`src/rtl/core/tcw_pkg.sv`:
```
// ----------------------------------------------------------------------------
// tcw_pkg
// Shared constants, codes and controller/datapath interface types for the
// text console writer.
// ----------------------------------------------------------------------------
package tcw_pkg;

    // Screen geometry.
    localparam int COLUMNS    = 80;
    localparam int ROWS       = 25;
    localparam int CELLS      = COLUMNS * ROWS;
    localparam int KEEP_CELLS = COLUMNS * (ROWS - 1);

    // Field widths.
    localparam int KIND_W   = 2;
    localparam int CHAR_W   = 8;
    localparam int INDEX_W  = 11;
    localparam int DATA_W   = 16;
    localparam int CURSOR_W = 11;
    localparam int ATTR_W   = 8;

    // Internal widths.
    localparam int ADDR_W = $clog2(CELLS);
    localparam int COL_W  = $clog2(COLUMNS);
    localparam int CNT_W  = $clog2(CELLS + 2);

    localparam logic [ATTR_W-1:0] ATTR_RESET = 8'h0f;

    // Control characters.
    localparam logic [CHAR_W-1:0] CODE_BACKSPACE = 8'd8;
    localparam logic [CHAR_W-1:0] CODE_NEWLINE   = 8'd10;
    localparam logic [CHAR_W-1:0] CODE_RETURN    = 8'd13;

    // Item kinds.
    localparam logic [KIND_W-1:0] KIND_PUT   = 2'd0;
    localparam logic [KIND_W-1:0] KIND_READ  = 2'd1;
    localparam logic [KIND_W-1:0] KIND_CLEAR = 2'd2;

    typedef enum logic [2:0] {
        ST_INIT,
        ST_IDLE,
        ST_SCROLL,
        ST_EXEC,
        ST_READ,
        ST_READ_WAIT,
        ST_CLEAR,
        ST_FINISH
    } state_t;

    // Commands from the controller to the datapath.
    typedef struct packed {
        logic load_item;
        logic cnt_clear;
        logic scroll_step;
        logic clear_step;
        logic exec_char;
        logic read_issue;
        logic read_capture;
        logic cursor_scrolled;
        logic cursor_zero;
        logic out_load;
    } cmd_t;

    // Status from the datapath to the controller.
    typedef struct packed {
        logic at_end;
        logic scroll_last;
        logic clear_last;
    } status_t;

endpackage

```
`src/rtl/core/tcw_ctrl.sv`:
```
// ----------------------------------------------------------------------------
// tcw_ctrl
// Controller state machine: input handshake, sequencing of sweeps and
// character steps, and the output valid flag.
// ----------------------------------------------------------------------------
module tcw_ctrl (
    input  logic                        clk,
    input  logic                        rst_n,
    input  logic                        in_valid,
    input  logic [tcw_pkg::KIND_W-1:0]  kind,
    input  logic                        out_stall,
    input  tcw_pkg::status_t            status,
    output logic                        in_stall,
    output logic                        out_valid,
    output tcw_pkg::cmd_t               cmd
);
    import tcw_pkg::*;

    state_t state_reg;
    state_t state_next;
    logic   out_valid_reg;
    logic   out_valid_next;

    always_ff @(posedge clk or negedge rst_n)
    begin
        if (!rst_n)
        begin
            state_reg     <= ST_INIT;
            out_valid_reg <= 1'b0;
        end
        else
        begin
            state_reg     <= state_next;
            out_valid_reg <= out_valid_next;
        end
    end

    always_comb
    begin
        state_next     = state_reg;
        cmd            = '0;
        in_stall       = 1'b1;
        out_valid_next = out_valid_reg && out_stall;
        unique case (state_reg)
            ST_INIT:
            begin
                cmd.clear_step = 1'b1;
                if (status.clear_last)
                begin
                    state_next = ST_IDLE;
                end
            end
            ST_IDLE:
            begin
                in_stall = 1'b0;
                if (in_valid)
                begin
                    cmd.load_item = 1'b1;
                    cmd.cnt_clear = 1'b1;
                    unique case (kind)
                        KIND_PUT:   state_next = status.at_end ? ST_SCROLL : ST_EXEC;
                        KIND_READ:  state_next = ST_READ;
                        KIND_CLEAR: state_next = ST_CLEAR;
                        default:    state_next = ST_FINISH;
                    endcase
                end
            end
            ST_SCROLL:
            begin
                cmd.scroll_step = 1'b1;
                if (status.scroll_last)
                begin
                    cmd.cursor_scrolled = 1'b1;
                    state_next          = ST_EXEC;
                end
            end
            ST_EXEC:
            begin
                cmd.exec_char = 1'b1;
                state_next    = ST_FINISH;
            end
            ST_READ:
            begin
                cmd.read_issue = 1'b1;
                state_next     = ST_READ_WAIT;
            end
            ST_READ_WAIT:
            begin
                cmd.read_capture = 1'b1;
                state_next       = ST_FINISH;
            end
            ST_CLEAR:
            begin
                cmd.clear_step = 1'b1;
                if (status.clear_last)
                begin
                    cmd.cursor_zero = 1'b1;
                    state_next      = ST_FINISH;
                end
            end
            ST_FINISH:
            begin
                if (!out_valid_reg || !out_stall)
                begin
                    cmd.out_load   = 1'b1;
                    out_valid_next = 1'b1;
                    state_next     = ST_IDLE;
                end
            end
            default:
            begin
                state_next = ST_IDLE;
            end
        endcase
    end

    assign out_valid = out_valid_reg;

endmodule

```
`config.mk`:
```
export PLATFORM = sky130hd
export DESIGN_NAME = tcw_ctrl
export DESIGN_NICKNAME = d
export VERILOG_FILES = /design/src/rtl/core/tcw_pkg.sv /design/src/rtl/core/tcw_ctrl.sv
export SDC_FILE = /design/constraint.sdc
export NUM_CORES = 1
export LEC_CHECK = 0
export BUFFER_PORTS_ARGS = -buffer_cell sky130_fd_sc_hd__buf_2
export CAP_MARGIN = 20
export CORE_AREA = 2 2 39 41
export CTS_CLUSTER_SIZE = 40
export DETAILED_ROUTE_END_ITERATION = 8
export DIE_AREA = 0 0 41 43
export HOLD_SLACK_MARGIN = 0.1
export PLACE_DENSITY = 0.5
export SLEW_MARGIN = 10
export SYNTH_ARGS = -nofsm -noshare
export SYNTH_HDL_FRONTEND = slang
export SYNTH_SLANG_ARGS = --single-unit
export TNS_END_PERCENT = 50
```
`constraint.sdc`:
```
create_clock -name clk -period 1.8 [get_ports clk]
set_clock_uncertainty 0.1 [all_clocks]
set_input_delay 0.36 -clock clk [delete_from_list [all_inputs] [get_ports clk]]
set_output_delay 0.36 -clock clk [all_outputs]
set_load 0.02 [all_outputs]
```
==> Yosys cells after proc, flatten, opt, wreduce, memory -nomap -nowiden <==
Cells that the tools add are included.
{ "classes": {"n_eq_ne": 14, "muxes": 24, "n_reduce_logical": 9} }
{ "ops": {"columns": ["operator", "n"], "rows": [
  ["3-bit case mux with 7 select lines", 1],
  ["1-bit 2-to-1 mux", 15],
  ["3-bit 2-to-1 mux", 5],
  ["3-bit equality test, second input constant", 4],
  ["2-bit inequality test, second input constant", 5],
  ["3-bit case mux with 3 select lines", 1],
  ["3-bit by 2-bit equality test with 1-bit output, second input constant", 2],
  ["5-bit AND reduction", 1],
  ["2-bit 2-to-1 mux", 2],
  ["2-bit OR reduction", 2],
  ["3-bit by 1-bit equality test with 1-bit output, second input constant", 1],
  ["3-bit zero test", 1],
  ["2-bit by 1-bit equality test with 1-bit output, second input constant", 1],
  ["2-bit equality test, second input constant", 1],
  ["1-bit zero test", 2],
  ["2-bit zero test", 1],
  ["1-bit logical AND", 1],
  ["1-bit logical OR", 1]
]} }
{ "totals": {"regBits": 4, "input_bits": 9} }

==> Logic depth before layout (Yosys ltp) <==
Gate-level depths: netlist of run 1.
{ "depth": {"depth_word": 4, "mapped_depth": 5, "ltp_nobuf": 5} }

==> Least setup slack after synthesis of run 1 <==
OpenSTA, ideal clock, no wires.
{ "synth_path": {"path_kind": "register to output", "from": "register state_reg[1]", "to": "output cmd[9] (netlist bit)", "arrival_time_ns": 1.274, "setup_slack_ns": 0.066, "stages_incl_launch_ff": 5, "cell_sequence": "dfrtp_1 -> buf_6 -> or3b_4 -> nor2_4 -> buf_4"} }
{ "synth_rtl": {"columns": ["element", "line", "text"], "rows": [
  ["start, declared", "tcw_ctrl.sv:19", "state_t state_reg;"],
  ["start signal, assigned", "tcw_ctrl.sv:33", "state_reg <= state_next;"],
  ["end, declared", "tcw_ctrl.sv:15", "output tcw_pkg::cmd_t cmd"]
]} }

==> results of run 1 <==
==> stage by stage <==
| step | cell area, µm² | utilization | cells |
|---|---|---|---|
| 2_1_floorplan | 343 | - | 42 |
| 3_3_place_gp | 437 | 0.316 | 75 |
| 3_5_place_dp | 437 | 0.316 | 75 |
| 4_1_cts | 492 | 0.355 | 81 |
| 5_1_grt | 499 | 0.361 | 82 |
| 6_report | 499 | 0.361 | 82 |
==> metal layers <==
metal,vias to the layer above,routed length [µm],GRT usage
met5,-,0,0
met4,0,0,0.100
met3,0,48,0.0314
met2,10,353,0.138
met1,143,275,0.111
li1,183,-,-
==> placed cells by master (no fill, tap or decap), types with 2 or more instances in the layout <==
master	count
buf_2	18
a21oi_1	3
clkbuf_4	3
nand2_1	3
buf_4	6
dfrtp_1	2
and3_1	2
ha_1	2
dfrtp_2	2
nor2_1	3
inv_1	5
nor2b_1	3
o21ai_0	2
==> cell families (layout without fill, tap and decap cells) <==
group / count (synthesis) / in the layout / share of synthesized area
AOI/OAI and AO/OA: 6 / 6 / 0.0949
xor gates and xnor gates: 1 / 1 / 0.0256
adders and majority gates: 2 / 2 / 0.0730
buffers and inverters: 9 / 33 / 0.153
DFF: 4 / 4 / 0.292
muxes: 1 / 1 / 0.0328
and+or+nand+nor: 19 / 19 / 0.328
==> power breakdown <==
| group | switching (µW) | internal, µW | leakage [µW] |
|---|---|---|---|
| clock | 33.4 | 74.4 | 0.0000138 |
| sequential | 41.0 | 133 | 0.0000410 |
| combinational | 241 | 185 | 0.000220 |
| total | 316 | 392 | 0.000275 |
==> worst max-delay path by stage <==
stage                  from     end
2_1_floorplan  state_reg[1]  cmd[9]
3_3_place_gp   state_reg[1]  cmd[9]
3_5_place_dp   state_reg[1]  cmd[9]
4_1_cts        state_reg[2]  cmd[9]
5_1_grt        state_reg[2]  cmd[8]
6_report       state_reg[2]  cmd[9]
==> worst max-delay path, delay by kind of cell, from the launching register on <==
family | cells | cell delay [ps]
and+or+nand+nor | 2 | 510
DFF | 1 | 420
buffers and inverters | 1 | 150
==> cell type report <==
cell class / count / area, µm² / area share
Multi-Input combinational cell: 29 / 190 / 0.381
Inverter: 5 / 18.8 / 0.0376
Clock buffer: 3 / 22.5 / 0.0451
Sequential cell: 4 / 103 / 0.206
Timing Repair Buffer: 25 / 145 / 0.291
Tap cell: 16 / 20.0 / 0.0401
==> cell usage after synthesis <==
master	n	area, µm²
a211oi_1	1	7.51
a21oi_1	3	15.0
and2_1	1	6.26
and3_1	2	12.5
buf_4	3	22.5
buf_6	1	11.3
dfrtp_1	4	100
ha_1	2	25.0
inv_1	5	18.8
mux2_2	1	11.3
nand2_1	3	11.3
nand2b_1	1	6.26
nand3_1	1	5.00
nor2_1	3	11.3
nor2_4	1	11.3
nor2b_1	3	18.8
nor3_1	1	5.00
nor3b_1	1	7.51
nor4_1	1	6.26
o21ai_0	2	10.0
or3b_4	1	11.3
xor2_1	1	8.76
==> timing repair <==
item | CTS | global route
hold buffers | 1 | 0
gates resized for setup | 4 | 0
hold endpoints to repair | 4 | 0
endpoints found under the setup margin | 2 | 3
setup buffers | 2 | 1
==> impl_metrics.json, run 1 <==
{
  "clock-sinks": 4,
  "pre_cts_ws_ps": 186,
  "cpPeakStageDelay_ps": 420,
  "htree_num_levels": 1,
  "ioPinCount": 21,
  "hold_ws_ps": 239,
  "drv_slew": 0,
  "rows": 14,
  "syn_area_um2": 343,
  "vias": 336,
  "syn-num-nets": 53,
  "post-route-drc-count": 0,
  "num_antenna_cells": 0,
  "finalPower_uw": 708,
  "period_minus_slack_ps": 1770,
  "hold_path_class": "in2reg",
  "crit_chain": "or3b_4, nor2_4, buf_4",
  "fin_ws_ps": 32.1,
  "ctsLongestPathBuffers": 2,
  "hold_depth": 3,
  "final_nets": 79,
  "critPathArrivalTime_ps": 1310,
  "synth-warning-count": 0,
  "port_buffers": 20,
  "final.period_utilization": 0.982,
  "start_kind": "flip-flop",
  "fillers": 149,
  "r2r_slack_ps": 560,
  "hold_end": "out_valid",
  "largest_reg_flops": 3,
  "outcome": "finished clean",
  "setup.worst_path.class": "reg2out",
  "fmax_mhz": 566,
  "grt_pass1_wl_mm": 1.12,
  "worst_pin_slew_ps": 275,
  "netlist_instances": 42,
  "die_x_um": 41,
  "rr_worst_depth": 3,
  "crit_path_top_delay_cell": "dfrtp_1",
  "crit_path_end_kind": "output pin",
  "dpl.hpwl_um": 564,
  "p_leak_uw": 0.000275,
  "grt_pass1_vias": 307,
  "hold_viol": 0,
  "grt_max_degree": 11,
  "grt_use_total": 0.100,
  "first_iter_violations": 4,
  "synthToLayoutAreaGrowth_pct": 45.6,
  "die_y_um": 43,
  "viasPerCell": 4.10,
  "clk_pin_slew_ps": 40,
  "wl_um": 676,
  "cp_max_fo": 6,
  "maxCapViolCount": 0,
  "cts_made_buffers": 3,
  "ys_seq_area_frac": 0.292,
  "syn_area_per_cell_um2": 8.16,
  "layout-drive-gt1-share": 0.485,
  "antenna_found_initial": 0,
  "overflow": 0,
  "finalSetupTns_ps": 0,
  "post_drt_wl_per_cell_um": 8.24,
  "setup_viol": 0,
  "cts_root_buf": "clkbuf_4",
  "clkLatencyLatePin_ps": 230,
  "relSlewSlack": 0.815,
  "critPathRequiredTime_ps": 1340,
  "rsz0062_at_grt": "yes",
  "antenna_left": 0,
  "cts_tree": "done",
  "ir_drop_mv": 0.351,
  "p_per_area_nw_per_um2": 1420,
  "synthDistinctLibCells": 22,
  "fp.dieArea_um2": 1760,
  "coreArea_um2": 1380,
  "initial_utilization": 0.248,
  "r2r_start": "state_reg[2]",
  "worstHoldStart": "out_stall",
  "r2r_end": "state_reg[0]",
  "routabilityCongestion": 0.644,
  "ys_ff_latch": 4,
  "firstDrtPassIters": 2
}
Power figures use the tool's default switching activity.
==> run 2: changes to the inputs <==
MAX_ROUTING_LAYER = met4   (was not set)
PLACE_DENSITY = 0.61   (was 0.5)
==> run 2 against run 1 <==
Effect of this change:
- sequential share of layout area unchanged
- critical endpoint is now cmd[8]
- total power up 2.7%
- first-iteration DRC count up 25%
- critical path type unchanged
==> impl_metrics.json, run 2 (same netlist as run 1, synthesis figures left out) <==
{
  "outcome": "finished clean",
  "rsz0062_at_grt": "yes",
  "port_buffers": 20,
  "clk_pin_slew_ps": 40,
  "critPathArrivalTime_ps": 1310,
  "antenna_left": 0,
  "vias": 362,
  "routabilityCongestion": 0.641,
  "rows": 14,
  "seq_power_share": 0.241,
  "placed_cell_area_um2": 437,
  "post_drt_wl_per_cell_um": 10.1,
  "ir_drop_mv": 0.295,
  "start_kind": "flip-flop",
  "initial_utilization": 0.248,
  "antenna_found_initial": 0,
  "layout-drive-gt1-share": 0.485,
  "cts_tree": "done",
  "use_met3": 0.0314,
  "clkLatencyLatePin_ps": 230,
  "grt_use_met2": 0.188,
  "r2r_end": "state_reg[0]",
  "maxCapViolCount": 0,
  "sw_frac_of_total": 0.460,
  "layout_commonest_cell": "buf_2",
  "cp_max_fo": 4,
  "grt.busiest_layer": "met2",
  "viasPerCell": 4.41,
  "crit_path_end_kind": "output pin",
  "drv_slew": 0,
  "overflow": 0,
  "die_y_um": 43,
  "rr_worst_depth": 3,
  "setup.worst_path.class": "reg2out",
  "use_met1": 0.0942,
  "final.period_utilization": 0.984,
  "first_iter_violations": 5,
  "p_per_area_nw_per_um2": 1460,
  "p_sw_uw": 334,
  "ioPinCount": 21,
  "fin_area_um2": 499,
  "synthToLayoutAreaGrowth_pct": 45.6,
  "crit_start": "state_reg[1]",
  "cp-endpoint": "cmd[8]",
  "htree_num_levels": 1,
  "path_delay_family": "simple AND/OR/NAND/NOR gates",
  "dpl.hpwl_um": 582,
  "r2r_slack_ps": 560,
  "final_nets": 79,
  "r2r_start": "state_reg[1]",
  "firstDrtPassIters": 4,
  "fmax_mhz": 564,
  "grt_pass1_wl_mm": 1.25,
  "worst_pin_slew_ps": 274,
  "combPwrFrac": 0.611,
  "grt_max_degree": 11,
  "setup_viol": 0,
  "grt_pass1_vias": 331,
  "crit_chain": "or3b_4, nor2_4, buf_4",
  "critPathRequiredTime_ps": 1340,
  "internal_power_uw": 393,
  "hold_path_class": "in2reg",
  "cts_root_buf": "clkbuf_4",
  "grt_use_total": 0.117,
  "ctsLongestPathBuffers": 2,
  "hold_viol": 0,
  "wl_um": 832,
  "fp.dieArea_um2": 1760,
  "cp.depth": 3,
  "cts_made_buffers": 3,
  "fin_cells": 82,
  "finalSetupTns_ps": 0,
  "period_minus_slack_ps": 1770,
  "relSlewSlack": 0.817,
  "p_leak_uw": 0.000275,
  "crit_buf_inv": 1,
  "largest_reg_flops": 3,
  "place_inst": 75,
  "die_x_um": 41,
  "post-route-drc-count": 0,
  "coreArea_um2": 1380,
  "clock_power_share": 0.148,
  "crit_path_top_delay_cell": "dfrtp_2",
  "final_cell_mix": "18 x buf_2, 6 x buf_4, 5 x inv_1",
  "clock-sinks": 4,
  "num_antenna_cells": 0,
  "cpPeakStageDelay_ps": 420
}
run 2: cell counts in the layout (fill, tap and decap cells not counted):
Identical to the previous run, type by type.
run 2: layer usage:
metal / wire length [µm] / vias up / part of all wire
li1: - / 187 / -
met1: 299 / 159 / 0.36
met2: 439 / 14 / 0.53
met3: 68 / 2 / 0.082
met4: 24 / 0 / 0.029
met5: 0 / - / 0
run 2: power by group through the flow:
stage | logic [µW] | clock network, µW | registers (µW)
detailed placement | 377 | 0 | 184
finish | 444 | 108 | 175
CTS | 428 | 114 | 174
global route | 489 | 113 | 178
floorplan | 322 | 0 | 160
global placement | 376 | 0 | 181
run 2: worst min-delay path by stage:
stage,from,to,slack [ps],cells past startpoint
after CTS,out_stall,out_valid,230,3
after global routing,out_stall,out_valid,260,3
final,out_stall,out_valid,240,3
after detailed placement,rst_n,out_valid,70,1
after global placement,rst_n,out_valid,70,1
after floorplan,rst_n,out_valid,-40,0
run 2: metrics by stage:
stage / hold WS [ps] / util / power (µW) / setup slack, ps
2_1_floorplan: -35.6 / - / 482 / 66.5
3_3_place_gp: 66.7 / 0.316 / 557 / 205
3_5_place_dp: 69.5 / 0.316 / 562 / 194
4_1_cts: 235 / 0.355 / 716 / 15.2
5_1_grt: 263 / 0.361 / 781 / -19.4
6_report: 240 / 0.361 / 727 / 27.9
run 2: worst min-delay path: stages:
cell and delay, ps:
buf_2 90, nand2_1 40, nand2_1 50
run 2: what timing repair did:
action / in CTS / in global routing
endpoints found under the hold margin: 4 / 0
hold buffers: 1 / 0
buffers inserted: 2 / 1
gates resized for setup: 4 / 0
endpoints found under the setup margin: 2 / 3
run 2: final cells by class:
cell class,instances,area [µm²]
multi-input combinational,29,190
timing repair buffer,25,145
fill,159,885
inverter,5,18.8
clock buffer,3,22.5
tap,16,20.0
sequential,4,103
==> run 3: changes to the inputs <==
ABC_AREA = 1   (was not set)
CTS_BUF_LIST = sky130_fd_sc_hd__clkbuf_8   (was not set)
PLACE_DENSITY = 0.7   (was 0.61)
==> run 3 against run 2 <==
Effect of this change:
- final area is 21% higher
- non-clock buffer count fell by 4
- first-iteration DRC count rose by 60%
==> impl_metrics.json, run 3 <==
{
  "outcome": "finished clean",
  "die_y_um": 43,
  "syn_area_per_cell_um2": 6.56,
  "antenna_left": 0,
  "rr_worst_depth": 6,
  "place_inst": 103,
  "worst_pin_slew_ps": 264,
  "largest_reg_flops": 3,
  "vias": 490,
  "r2r_end": "state_reg[1]",
  "p_sw_uw": 579,
  "start_kind": "flip-flop",
  "coreArea_um2": 1380,
  "netlist_instances": 71,
  "cts_tree": "done",
  "seq_power_share": 0.243,
  "post_drt_wl_per_cell_um": 9.56,
  "synth_common_cells": "18 x nand2_1, 13 x nor2_1, 9 x inv_1, 6 x nand3_1, 4 x dfrtp_1",
  "cts_root_buf": "clkbuf_8",
  "layout-drive-gt1-share": 0.396,
  "final_cell_mix": "20 x buf_2, 18 x nand2_1, 13 x nor2_1",
  "syn-num-nets": 82,
  "grt_max_degree": 12,
  "clock-sinks": 4,
  "ys_ff_latch": 4,
  "fin_area_um2": 603,
  "firstDrtPassIters": 4,
  "ys_seq_area_frac": 0.215,
  "period_minus_slack_ps": 1680,
  "fillers": 153,
  "setup.worst_path.class": "reg2out",
  "placed_cell_area_um2": 548,
  "synth-warning-count": 0,
  "grt_pass1_vias": 398,
  "fin_cells": 107,
  "dpl.hpwl_um": 785,
  "clk_pin_slew_ps": 30,
  "netlist.top_cell.by_area": "dfrtp_1",
  "critPathRequiredTime_ps": 1340,
  "layout_commonest_cell": "buf_2",
  "fmax_mhz": 594,
  "rows": 14,
  "final_nets": 104,
  "synthTopCellsByArea": "dfrtp_1 22%, nand2_1 15%, nor2_1 10%",
  "async_reset_ff_frac": 1.00,
  "rsz0062_at_grt": "no",
  "wl_mm": 1.02,
  "antenna_found_initial": 0,
  "synth-edff-count": 0,
  "grt_pass1_wl_mm": 1.65,
  "worstHoldStart": "out_stall",
  "p_per_area_nw_per_um2": 1790,
  "final.period_utilization": 0.935,
  "port_buffers": 20,
  "grt_use_total": 0.140,
  "ctsLongestPathBuffers": 2,
  "synthFlopType": "dfrtp_1",
  "yosysMostFrequentCell": "nand2_1",
  "die_x_um": 41,
  "maxCapViolCount": 0,
  "htree_num_levels": 1,
  "ioPinCount": 21,
  "viasPerCell": 4.58,
  "combPwrFrac": 0.580,
  "regArea_um2": 104,
  "cp_max_fo": 9,
  "post-route-drc-count": 0,
  "synthToLayoutAreaGrowth_pct": 29.6,
  "r2r_slack_ps": 440,
  "clkLatencyLatePin_ps": 220,
  "relSlewSlack": 0.824,
  "finalSetupTns_ps": 0,
  "num_antenna_cells": 0,
  "p_leak_uw": 0.000381,
  "routabilityCongestion": 0.835,
  "multi_input_area_um2": 278,
  "critPathArrivalTime_ps": 1220,
  "r2r_start": "state_reg[0]",
  "setup_viol": 0,
  "sw_frac_of_total": 0.538,
  "crit_path_end_kind": "output pin",
  "fp.dieArea_um2": 1760,
  "initial_utilization": 0.336,
  "hold_viol": 0,
  "internal_power_uw": 498,
  "hold_end": "out_valid",
  "hold_path_class": "in2reg",
  "synthDistinctLibCells": 19,
  "clock_power_share": 0.176,
  "first_iter_violations": 8,
  "ir_drop_mv": 0.700,
  "syn_area_um2": 465,
  "hold_depth": 3,
  "cts_made_buffers": 3,
  "hold_ws_ps": 292,
  "yosys.area.top_type_share": 0.215,
  "overflow": 0,
  "drv_slew": 0
}
run 3: changes by cell type in the layout (fill, tap and decap cells not counted), moves of 4 or more:
cell and change:
nand3_1 +5, inv_1 +4, buf_4 -6, nand2_1 +15, nor2_1 +10
run 3: logic make-up after synthesis:
family / share of synthesized area
and+or+nand+nor: 0.532
DFF: 0.215
buffers and inverters: 0.188
adders and majority gates: 0.0538
AOI/OAI and AO/OA: 0.0107
run 3: cell type report:
class / instances / share of cell area
Sequential cell: 4 / 0.172
Clock buffer: 3 / 0.0685
Tap cell: 16 / 0.0332
Timing Repair Buffer: 21 / 0.183
Inverter: 12 / 0.0830
Multi-Input combinational cell: 51 / 0.461
run 3: worst max-delay path, cell delays in order (launching register included):
cell     delay, ps
dfrtp_2        480
inv_4          130
nand3_4        100
nor2_1         120
buf_2          180
run 3: through the flow:
stage	worst slack, ps	power (µW)	util
after global placement	238	863	0.396
after floorplan	73.4	774	-
final	118	1080	0.436
after CTS	43.7	1070	0.434
after global routing	21.3	1170	0.436
after detailed placement	225	871	0.396
run 3: worst max path at each step:
stage                 start      to  slack [ps]  cells after the start
6_report       state_reg[2]  cmd[8]         120                      4
5_1_grt        state_reg[0]  cmd[2]          20                      2
4_1_cts        state_reg[2]  cmd[0]          40                      3
3_5_place_dp   state_reg[0]  cmd[0]         220                      3
3_3_place_gp   state_reg[0]  cmd[0]         240                      3
2_1_floorplan  state_reg[1]  cmd[9]          70                      5
run 3: power groups by stage:
stage	clock network [µW]	registers, µW	logic, µW
after detailed placement	0	253	618
after floorplan	0	165	609
after CTS	192	254	628
after global routing	200	273	701
after global placement	0	251	612
final	190	262	625
run 3: what timing repair did:
action                     CTS  global route
setup endpoints to repair    1             4
resized for setup            1             2
gates cloned                 0             0
buffers inserted             0             0
hold buffers                 1             0
hold endpoints to repair     4             0
run 3: layer usage:
layer	global-route usage	wire (µm)
met5	-	0
met4	0.0600	0
met3	0.0471	93
met2	0.188	434
met1	0.188	495
